## config.mk

```make
export PLATFORM = sky130hd
export DESIGN_NAME = http_content_type_extractor
export DESIGN_NICKNAME = d
export VERILOG_FILES = /design/src/sv/hcte_pkg.sv /design/src/sv/http_content_type_extractor.sv
export SDC_FILE = /design/constraint.sdc
export NUM_CORES = 1
export LEC_CHECK = 0
export BUFFER_PORTS_ARGS = -buffer_cell sky130_fd_sc_hd__buf_2
export CELL_PAD_IN_SITES_DETAIL_PLACEMENT = 1
export CELL_PAD_IN_SITES_GLOBAL_PLACEMENT = 1
export CORE_UTILIZATION = 28
export CTS_BUF_LIST = sky130_fd_sc_hd__clkbuf_16
export DETAILED_ROUTE_END_ITERATION = 8
export GPL_ROUTABILITY_DRIVEN = 0
export PLACE_DENSITY_LB_ADDON = 0.08
export SLEW_MARGIN = 30
export SYNTH_ARGS = -nofsm -noshare
export SYNTH_HDL_FRONTEND = slang
export SYNTH_SLANG_ARGS = --single-unit
```

## constraint.sdc

```tcl
create_clock -name aclk -period 4.23 [get_ports aclk]
set_input_delay 0.6345 -clock aclk [delete_from_list [all_inputs] [get_ports aclk]]
set_output_delay 0.6345 -clock aclk [all_outputs]
set_load 0.05 [all_outputs]
```

## src/sv/hcte_pkg.sv

```systemverilog
// ----------------------------------------------------------------------------
// hcte_pkg: shared definitions for the content type extractor
// Frame layout constants, the one-hot parse phase type and the search pattern.
// ----------------------------------------------------------------------------
`default_nettype none

package hcte_pkg;

    // Frame layout and counter width.
    localparam int LINK_HEADER_BYTES = 14;
    localparam int POSITION_BITS     = 16;

    // Search pattern "Content-Type: " and its length.
    localparam int PAT_LEN  = 14;
    localparam int PAT_BITS = $clog2(PAT_LEN + 1);

    // Characters with a special meaning.
    localparam logic [7:0] CHAR_CR   = 8'h0D;
    localparam logic [7:0] CHAR_NUL  = 8'h00;
    localparam logic [7:0] CHAR_C    = 8'h43;

    // Reset value of the source address register (127.0.0.1).
    localparam logic [31:0] SOURCE_ADDRESS_RESET = 32'h7F00_0001;

    // Parse phase, one-hot.
    typedef enum logic [3:0] {
        PH_HEADER = 4'b0001,
        PH_SEARCH = 4'b0010,
        PH_VALUE  = 4'b0100,
        PH_DONE   = 4'b1000
    } phase_t;

    // Character of the search pattern at a given index.
    function automatic logic [7:0] pattern_char(input logic [PAT_BITS-1:0] idx);
        logic [7:0] ch;
        case (idx)
            PAT_BITS'(0):  ch = 8'h43; // C
            PAT_BITS'(1):  ch = 8'h6F; // o
            PAT_BITS'(2):  ch = 8'h6E; // n
            PAT_BITS'(3):  ch = 8'h74; // t
            PAT_BITS'(4):  ch = 8'h65; // e
            PAT_BITS'(5):  ch = 8'h6E; // n
            PAT_BITS'(6):  ch = 8'h74; // t
            PAT_BITS'(7):  ch = 8'h2D; // -
            PAT_BITS'(8):  ch = 8'h54; // T
            PAT_BITS'(9):  ch = 8'h79; // y
            PAT_BITS'(10): ch = 8'h70; // p
            PAT_BITS'(11): ch = 8'h65; // e
            PAT_BITS'(12): ch = 8'h3A; // :
            PAT_BITS'(13): ch = 8'h20; // space
            default:       ch = 8'h43;
        endcase
        return ch;
    endfunction

endpackage

`default_nettype wire

```

## src/sv/http_content_type_extractor.sv

```systemverilog
// ----------------------------------------------------------------------------
// http_content_type_extractor: HTTP Content-Type value extractor
// Parses an Ethernet/IPv4/TCP frame byte by byte and emits the value that
// follows the first "Content-Type: " in the payload of a matching source.
// ----------------------------------------------------------------------------
// Usage:
//   The input channel (s_valid/s_ready) carries one frame byte per
//   transaction, with s_frame_last set on the final byte of the frame.
//   The result channel (m_valid/m_ready) carries at most one transaction per
//   input byte: a value byte, an end marker (carriage return reached) or a
//   void marker (frame or zero byte ended the value early; discard the bytes
//   already delivered for this frame).
//   Each byte is handled by the parse logic; its result is held in the
//   output register and appears in the cycle after acceptance.
//   One byte is taken per cycle while results are taken, through the single
//   output register: s_ready is high while that register is empty or is
//   being taken. When the receiver stalls, the result waits in the output
//   register and the input is held off until it is taken.
//   cfg_wr_en/cfg_wr_data write the source address (first wire byte in bits
//   31..24) in the cycle the enable is high. Reset (aresetn low, synchronous)
//   restores the address 127.0.0.1, empties the output register and returns
//   the parser to the start of a frame.
// ----------------------------------------------------------------------------
`default_nettype none

module http_content_type_extractor
    import hcte_pkg::*;
(
    input  wire logic        aclk,
    input  wire logic        aresetn,
    // Configuration
    input  wire logic        cfg_wr_en,
    input  wire logic [31:0] cfg_wr_data,
    // Input channel
    input  wire logic        s_valid,
    output logic             s_ready,
    input  wire logic [7:0]  s_data_byte,
    input  wire logic        s_frame_last,
    // Result channel
    output logic             m_valid,
    input  wire logic        m_ready,
    output logic [7:0]       m_value_byte,
    output logic             m_value_end,
    output logic             m_value_void
);

    localparam logic [POSITION_BITS-1:0] POS_MAX  = '1;
    localparam logic [POSITION_BITS-1:0] POS_LINK = POSITION_BITS'(LINK_HEADER_BYTES);
    localparam logic [POSITION_BITS-1:0] POS_ADDR_FIRST =
        POSITION_BITS'(LINK_HEADER_BYTES + 12);
    localparam logic [POSITION_BITS-1:0] POS_ADDR_LAST =
        POSITION_BITS'(LINK_HEADER_BYTES + 15);

    // State registers.
    logic [31:0]              source_address_reg;
    logic [POSITION_BITS-1:0] byte_position_reg, byte_position_next;
    logic [3:0]               ip_header_words_reg, ip_header_words_next;
    logic [3:0]               tcp_header_words_reg, tcp_header_words_next;
    logic                     address_equal_reg, address_equal_next;
    phase_t                   phase_reg, phase_next;
    logic [PAT_BITS-1:0]      pattern_progress_reg, pattern_progress_next;

    // Output register.
    logic       m_valid_reg, m_valid_next;
    logic [7:0] m_value_byte_reg, m_value_byte_next;
    logic       m_value_end_reg, m_value_end_next;
    logic       m_value_void_reg, m_value_void_next;

    logic                     s_accept;
    logic [POSITION_BITS-1:0] tcp_start;
    logic [POSITION_BITS-1:0] tcp_offset_pos;
    logic [POSITION_BITS-1:0] payload_start;
    logic [1:0]               addr_index;
    logic [7:0]               addr_want;
    logic [PAT_BITS-1:0]      pat_idx;

    // The input is taken whenever the output register is free this cycle.
    assign s_ready  = !m_valid_reg || m_ready;
    assign s_accept = s_valid && s_ready;

    // Header offsets derived from the stored length fields.
    assign tcp_start      = POS_LINK + POSITION_BITS'({ip_header_words_reg, 2'b00});
    assign tcp_offset_pos = tcp_start + POSITION_BITS'(12);
    assign payload_start  = tcp_start + POSITION_BITS'({tcp_header_words_reg, 2'b00});

    // Expected source address byte for the current header position.
    assign addr_index = byte_position_reg[1:0] - POS_ADDR_FIRST[1:0];
    always_comb begin
        case (addr_index)
            2'd0:    addr_want = source_address_reg[31:24];
            2'd1:    addr_want = source_address_reg[23:16];
            2'd2:    addr_want = source_address_reg[15:8];
            default: addr_want = source_address_reg[7:0];
        endcase
    end

    assign pat_idx = (pattern_progress_reg < PAT_BITS'(PAT_LEN)) ?
                     pattern_progress_reg : '0;

    // Per-byte parse step.
    always_comb begin
        byte_position_next    = byte_position_reg;
        ip_header_words_next  = ip_header_words_reg;
        tcp_header_words_next = tcp_header_words_reg;
        address_equal_next    = address_equal_reg;
        phase_next            = phase_reg;
        pattern_progress_next = pattern_progress_reg;
        m_valid_next          = m_valid_reg && !m_ready;
        m_value_byte_next     = m_value_byte_reg;
        m_value_end_next      = m_value_end_reg;
        m_value_void_next     = m_value_void_reg;

        if (s_accept) begin
            case (phase_reg)
                PH_HEADER: begin
                    if (byte_position_reg == POS_LINK) begin
                        ip_header_words_next = s_data_byte[3:0];
                    end
                    if (byte_position_reg >= POS_ADDR_FIRST &&
                        byte_position_reg <= POS_ADDR_LAST &&
                        s_data_byte != addr_want) begin
                        address_equal_next = 1'b0;
                    end
                    if (byte_position_reg > POS_LINK &&
                        byte_position_reg == tcp_offset_pos) begin
                        tcp_header_words_next = s_data_byte[7:4];
                    end
                    if (byte_position_reg > POS_LINK &&
                        byte_position_reg >= POS_ADDR_LAST &&
                        byte_position_reg >= tcp_offset_pos) begin
                        phase_next = address_equal_next ? PH_SEARCH : PH_DONE;
                    end
                end
                PH_SEARCH: begin
                    if (byte_position_reg >= payload_start) begin
                        if (s_data_byte == CHAR_NUL) begin
                            phase_next = PH_DONE;
                        end else if (s_data_byte == pattern_char(pat_idx)) begin
                            if (pat_idx == PAT_BITS'(PAT_LEN - 1)) begin
                                phase_next            = PH_VALUE;
                                pattern_progress_next = '0;
                            end else begin
                                pattern_progress_next = pat_idx + PAT_BITS'(1);
                            end
                        end else begin
                            pattern_progress_next = (s_data_byte == CHAR_C) ?
                                                    PAT_BITS'(1) : '0;
                        end
                    end
                end
                PH_VALUE: begin
                    m_valid_next      = 1'b1;
                    m_value_byte_next = 8'h00;
                    m_value_end_next  = 1'b0;
                    m_value_void_next = 1'b0;
                    if (s_data_byte == CHAR_CR) begin
                        m_value_end_next = 1'b1;
                        phase_next       = PH_DONE;
                    end else if (s_data_byte == CHAR_NUL || s_frame_last) begin
                        m_value_void_next = 1'b1;
                        phase_next        = PH_DONE;
                    end else begin
                        m_value_byte_next = s_data_byte;
                    end
                end
                default: begin
                end
            endcase

            // Frame end returns the parser to the start of a frame.
            if (s_frame_last) begin
                byte_position_next    = '0;
                ip_header_words_next  = '0;
                tcp_header_words_next = '0;
                address_equal_next    = 1'b1;
                phase_next            = PH_HEADER;
                pattern_progress_next = '0;
            end else if (byte_position_reg != POS_MAX) begin
                byte_position_next = byte_position_reg + POSITION_BITS'(1);
            end
        end
    end

    // Control and configuration registers.
    always_ff @(posedge aclk) begin
        if (!aresetn) begin
            source_address_reg   <= SOURCE_ADDRESS_RESET;
            byte_position_reg    <= '0;
            ip_header_words_reg  <= '0;
            tcp_header_words_reg <= '0;
            address_equal_reg    <= 1'b1;
            phase_reg            <= PH_HEADER;
            pattern_progress_reg <= '0;
            m_valid_reg          <= 1'b0;
        end else begin
            if (cfg_wr_en) begin
                source_address_reg <= cfg_wr_data;
            end
            byte_position_reg    <= byte_position_next;
            ip_header_words_reg  <= ip_header_words_next;
            tcp_header_words_reg <= tcp_header_words_next;
            address_equal_reg    <= address_equal_next;
            phase_reg            <= phase_next;
            pattern_progress_reg <= pattern_progress_next;
            m_valid_reg          <= m_valid_next;
        end
    end

    // Result payload registers.
    always_ff @(posedge aclk) begin
        m_value_byte_reg <= m_value_byte_next;
        m_value_end_reg  <= m_value_end_next;
        m_value_void_reg <= m_value_void_next;
    end

    assign m_valid      = m_valid_reg;
    assign m_value_byte = m_value_byte_reg;
    assign m_value_end  = m_value_end_reg;
    assign m_value_void = m_value_void_reg;

`ifndef SYNTHESIS
    // A result never marks both the end and the void case.
    assert property (@(posedge aclk) disable iff (!aresetn)
        m_valid_reg |-> !(m_value_end_reg && m_value_void_reg))
        else $error("result marks both end and void");

    // Marker results carry a zero byte.
    assert property (@(posedge aclk) disable iff (!aresetn)
        (m_valid_reg && (m_value_end_reg || m_value_void_reg)) |->
        (m_value_byte_reg == 8'h00))
        else $error("marker result carries a non-zero byte");

    // Only a byte taken inside the value produces a result.
    assert property (@(posedge aclk) disable iff (!aresetn)
        (s_accept && phase_reg != PH_VALUE) |=> !m_valid_reg)
        else $error("result produced outside the value phase");

    // The final byte of a frame restarts the parser.
    assert property (@(posedge aclk) disable iff (!aresetn)
        (s_accept && s_frame_last) |=>
        (phase_reg == PH_HEADER && byte_position_reg == '0 && address_equal_reg))
        else $error("parser not restarted after frame end");

    // The search progress stays inside the pattern.
    assert property (@(posedge aclk) disable iff (!aresetn)
        pattern_progress_reg < PAT_BITS'(PAT_LEN))
        else $error("pattern progress out of range");
`endif

endmodule

`default_nettype wire

```

======== Word-level counts from Yosys, hierarchy flattened ========
Memory sizes are Yosys's and may differ from the RTL's.
Index checks and enable logic that the tools add are counted.
operators by class
  mux-type cells .......................... 40
  reduce and logical (&&, ||, !) cells .... 28
  equality and inequality tests ........... 19
  $add $sub $neg .......................... 6
  magnitude comparators ................... 7
operator list
  cell                     count
  $mux W4                  22
  $ge A16 B5 Y1 const B    2
  $ge A16 B8 Y1            2
  $mux W16                 2
  $mux W8                  4
  $pmux W8 S3              1
  $add A16 B1 Y16 const B  1
  $eq A16 B4 Y1 const B    1
  $eq A16 B8 Y1            1
  $gt A16 B4 Y1 const B    1
  $le A16 B5 Y1 const B    1
  $ne A16 B16 Y1 const B   1
  $ne A4 B4 Y1 const B     3
  $pmux W4 S3              1
  $reduce_bool A2 Y1       6
  $mux W1                  10
  $add A7 B4 Y8 const B    1
  $add A7 B6 Y8            1
  $eq A8 B4 Y1 const B     1
  $eq A8 B7 Y1 const B     1
  $eq A8 B8 Y1             1
  $logic_not A8 Y1         1
  $ne A8 B8 Y1             1
  $add A4 B6 Y7 const A    1
  other kinds (21)         33
word-level totals
  memories kept ........................... 1
  word-level logic and storage cells ...... 112
  output and inout bits ................... 12
  ROM bits ................................ 112
  bits in registers ....................... 76
memory list
  memory            words  width  read ports  clocked after Yosys merged registers in  write ports  line            source
  (name not given)  16     7      1           0                                        0            hcte_pkg.sv:36  case (idx)

======== Depth between registers and ports, before layout ========
An unclocked memory read counts as a cell.
  depth after elaboration ................. 13
  mapped depth ............................ 16
  mapped depth without buffers ............ 16

======== Worst setup path before layout ========
No wires, ideal clock.
  path type ............................... register -> register
  from .................................... reg ip_header_words_reg[0]
  to ...................................... reg phase_reg[2]
  path slack .............................. 1065 ps
  cell stages (with the launch flop) ...... 16
  path buffers ............................ 0
  data required time ...................... 4111 ps
  arrival ................................. 3047 ps
  period minus slack after synthesis ...... 3165 ps
  cells stage by stage .................... dfxtp_1 > inv_1 > ha_1 > xor2_1 > inv_1 > ha_1 > a21oi_1 > xor2_1 > ha_1 > a21o_1 > a21o_1 > a221oi_1 > nand2_1 > nand3_1 > nor3b_1 > o221a_1
between the ends
  cells in the longest elaborated chain, start to end .. 6
ends and longest elaborated chain
  item                                  line                                source
  from (decl)                           http_content_type_extractor.sv:57   logic [3:0] ip_header_words_reg, ip_header_words_next;
  from (signal assigned)                http_content_type_extractor.sv:200  ip_header_words_reg <= ip_header_words_next;
  $add A4 B6 Y7 *                       http_content_type_extractor.sv:82   assign tcp_start = POS_LINK + POSITION_BITS'({ip_header_words_reg, 2'b00});
  $add A7 B4 Y8                         http_content_type_extractor.sv:83   assign tcp_offset_pos = tcp_start + POSITION_BITS'(12);
  $ge A16 B8 Y1                         http_content_type_extractor.sv:130  byte_position_reg >= tcp_offset_pos) begin
  $logic_and A1 B1 Y1                   http_content_type_extractor.sv:129  byte_position_reg >= POS_ADDR_LAST &&
  $ne A3 B3 Y1 (no source line)         --
  $reduce_and A7 Y1 (no source line) *  --
  to (signal assigned)                  http_content_type_extractor.sv:203  phase_reg <= phase_next;
  to (decl)                             http_content_type_extractor.sv:60   phase_t phase_reg, phase_next;
Mark *: on every way between the ends. The rest lies on a longest branch, timed or not.
A chain may end at the register's enable or synchronous reset.

======== Worst setup path after layout ========
Same ends and word-level chain as after synthesis.

==> results.sh <==
export IMPL_syn_num_nets=582
export IMPL_postRouteAntennaNets=0
export IMPL_yosys_area_top_type="dfxtp_1"
export IMPL_r2r_slack_ns=0.50
export IMPL_dp_cells=759
export IMPL_die_h_um=130.9
export IMPL_relSlewSlack_pct=56.14
export IMPL_p_total_w=0.001814
export IMPL_min_delay_path_class="register to register"
export IMPL_hold_end="source_address_reg[30]$_SDFFE_PN1P_"
export IMPL_dp_slack_ns=0.5575
export IMPL_cts_sinks=76
export IMPL_cp_end_kind="register"
export IMPL_rsz0062_at_grt="false"
export IMPL_cts_setup_buffers=0
export IMPL_final_setup_viol_count=0
export IMPL_fin_ws_ns=0.5040
export IMPL_cp_data_arrival_time_ns=3.96
export IMPL_cts_made_buffers=9
export IMPL_synth_edf_count=10
export IMPL_yosysWarnings=0
export IMPL_cp_start_kind="register"
export IMPL_cp_slowest_cell="a221oi_1"
export IMPL_vias=3770
export IMPL_drc=0
export IMPL_worstPathRequired_ns=4.46
export IMPL_power_density_nw_per_um2=333.2
export IMPL_grt_pass1_wl_mm=21.09
export IMPL_port_buffers=57
export IMPL_cts_max_level=3
export IMPL_power_switching_w=0.0004568
export IMPL_synth_flop_cell="dfxtp_1"
export IMPL_path_delay_family="compound AO/OA/AOI/OAI gates"
export IMPL_hold_viol_final=0
export IMPL_clk_pin_slew_ns=0.06
export IMPL_max_stage_delay_ns=0.45
export IMPL_synth_top_cell_area_share_pct=28.39
export IMPL_final_util_pct=33.91
export IMPL_synth_cell_types=63
export IMPL_via_per_inst=4.865
export IMPL_grt_use_total_pct=16.43
export IMPL_leakage_nw=2.228
export IMPL_status="completed"
export IMPL_root_buffer="clkbuf_16"
export IMPL_sw_frac_of_total_pct=25.18
export IMPL_clock_power_share_pct=48.0
export IMPL_core_um2=16060
export IMPL_combPwrFrac_pct=9.7
export IMPL_hp_start="source_address_reg[30]$_SDFFE_PN1P_"
export IMPL_reg2reg_depth=15
export IMPL_skew_ns=0.008924
export IMPL_drive_gt1_share_pct=18.07
export IMPL_period_minus_slack_ns=3.726
export IMPL_worst_pin_slew_ns=0.6570
export IMPL_grt_start_max_net_pins=36
export IMPL_antenna_found_initial=0
export IMPL_cts_resized_gates=0
export IMPL_power_internal_w=0.001357
export IMPL_yosysMostFrequentCell="dfxtp_1"
export IMPL_drt_total_wl_mm=12.93
export IMPL_cts_tree="built"
export IMPL_io_pins=58
export IMPL_hold_depth=2
export IMPL_cts_path_max_buffers=2
export IMPL_crit_buf_inv=2
export IMPL_fin_cells=775
export IMPL_diodes=0
export IMPL_cp_common_cell="ha_1"
export IMPL_wl_per_cell_um=16.69
export IMPL_setup_tns_ns=0
export IMPL_path_max_fanout=6
export IMPL_area_growth_pct=17.02
export IMPL_drt_pass1_iter_count=4
export IMPL_synth_seq_cells=76
export IMPL_avgSynthCellArea_um2=9.142
export IMPL_largest_reg_flops=32
export IMPL_async_flop_share_pct=0
export IMPL_synthCells=509
export IMPL_path_cells="inv_1 -> ha_1 -> xor2_1 -> inv_1 -> ha_1 -> a21oi_1 -> xor2_1 -> ha_1 -> a21o_1 -> a21o_1 -> a221oi_1 -> nand2_1 -> nand3_1 -> nor3b_1 -> o221a_1"
export IMPL_holdBufCountCts=0
export IMPL_fmax_mhz=268.4
export IMPL_period_share_pct=88.09
export IMPL_die_area_um2=17140
export IMPL_synthTopCellsByArea="dfxtp_1 (28%), mux2i_1 (9.9%), ha_1 (7.0%)"
export IMPL_ir_drop_uv=226.4
export IMPL_nets=627
export IMPL_slew_violations=0
export IMPL_reg2reg_from="ip_header_words_reg[0]$_SDFFE_PN0P_"
export IMPL_p_seq_share_pct=42.2
export IMPL_rows=46
export IMPL_initial_core_util_pct=28.98
export IMPL_reg2reg_to="phase_reg[2]$_SDFFE_PN0P_"
export IMPL_die_w_um=130.9
export IMPL_first_iter_violations=143
export IMPL_path_class="register to register"
export IMPL_ys_seq_area_share_pct=34.85
export IMPL_synth_common_cells="dfxtp_1 (66), mux2i_1 (46), nand2_1 (45)"
export IMPL_hpwl_mm=9.791
export IMPL_max_cap_violations=0
export IMPL_fill_cells=1854
export IMPL_gr_total_overflow=0
export IMPL_clk_latency_ns=0.35
export IMPL_grt_pass1_vias=3981
export IMPL_synth_cell_area_um2=4653
==> stage by stage <==
stage	area, um2	hold slack (ns)
after floorplan	4653	0.4404
after global placement	5114	0.4541
after detailed placement	5114	0.4657
after CTS	5443	0.4849
after global routing	5445	0.5163
final	5445	0.4826
==> worst max path at each step <==
stage                                   startpoint                                   end  slack [ns]  cells after the start
2_1_floorplan  ip_header_words_reg[0]$_SDFFE_PN0P_             phase_reg[2]$_SDFFE_PN0P_        1.06                     15
3_3_place_gp   ip_header_words_reg[0]$_SDFFE_PN0P_             phase_reg[2]$_SDFFE_PN0P_        0.75                     15
3_5_place_dp   ip_header_words_reg[0]$_SDFFE_PN0P_             phase_reg[2]$_SDFFE_PN0P_        0.56                     15
4_1_cts        ip_header_words_reg[0]$_SDFFE_PN0P_             phase_reg[2]$_SDFFE_PN0P_        0.50                     15
5_1_grt        ip_header_words_reg[0]$_SDFFE_PN0P_  pattern_progress_reg[1]$_SDFFE_PN0P_        0.27                     15
6_report       ip_header_words_reg[0]$_SDFFE_PN0P_             phase_reg[2]$_SDFFE_PN0P_        0.50                     15
==> final cells by class <==
cell class | count | area [um2] | share of cell area, %
timing repair buffer | 61 | 317.8 | 5.836
clock buffer | 9 | 225.2 | 4.136
sequential | 76 | 1622 | 29.78
tap | 216 | 270.3 | 4.963
multi-input combinational | 378 | 2801 | 51.45
clock inverter | 7 | 103.9 | 1.907
inverter | 28 | 105.1 | 1.930
==> worst min-delay path, delay by kind of cell, from the launching register on <==
kind	cells	cell delay (ns)
flip-flops	1	0.33
multiplexers	1	0.07
AND/OR/NAND/NOR	1	0.06
==> cells by family after synthesis <==
| logic type | Yosys count | synth area share (%) |
|---|---|---|
| fa+ha+maj | 27 | 7.421 |
| xor+xnor | 35 | 6.588 |
| flops | 76 | 34.85 |
| buf+inv | 55 | 4.948 |
| other cells | 1 | 0.08059 |
| simple gates | 190 | 23.50 |
| compound gates | 79 | 12.72 |
| mux | 46 | 9.895 |
==> routing by layer <==
metal  GRT usage, %  up-vias  share of wire [%]
li1               -     1880                  -
met1          21.00     1836                 48
met2          27.64       41                 48
met3          2.687       13                2.5
met4          6.288        0                1.6
met5              0        -                  0
==> cell usage in the layout, fill, tap and decap left out, types with 3 or more instances in the layout <==
cell        n
edfxtp_1   10
or2_2       4
nor3b_1     3
inv_6       3
nor2b_1    42
clkbuf_16   9
inv_1      28
ha_1       26
nand4_1     8
a21oi_1    14
and2_1      9
buf_4       5
buf_2      56
a21boi_0    7
or3_1       5
mux2i_1    46
dfxtp_1    66
nor3_1      7
a21o_1      7
nand3_1    15
nor4_2      3
nor2_1     27
nand2_1    45
o21ai_0    16
a222oi_1    8
o211ai_1    3
xnor2_1    17
and4_1      4
xor2_1     18
o21ai_2     3
==> power groups by stage <==
stage	Combinational, W	Clock [W]	Sequential (W)
final	0.000177	0.000871	0.000766
after global placement	0.000176	0	0.000781
after CTS	0.000182	0.000897	0.000766
after floorplan	0.000120	0	0.000777
after global routing	0.000200	0.000927	0.000769
after detailed placement	0.000181	0	0.000782
(Power assumes the default switching activity.)
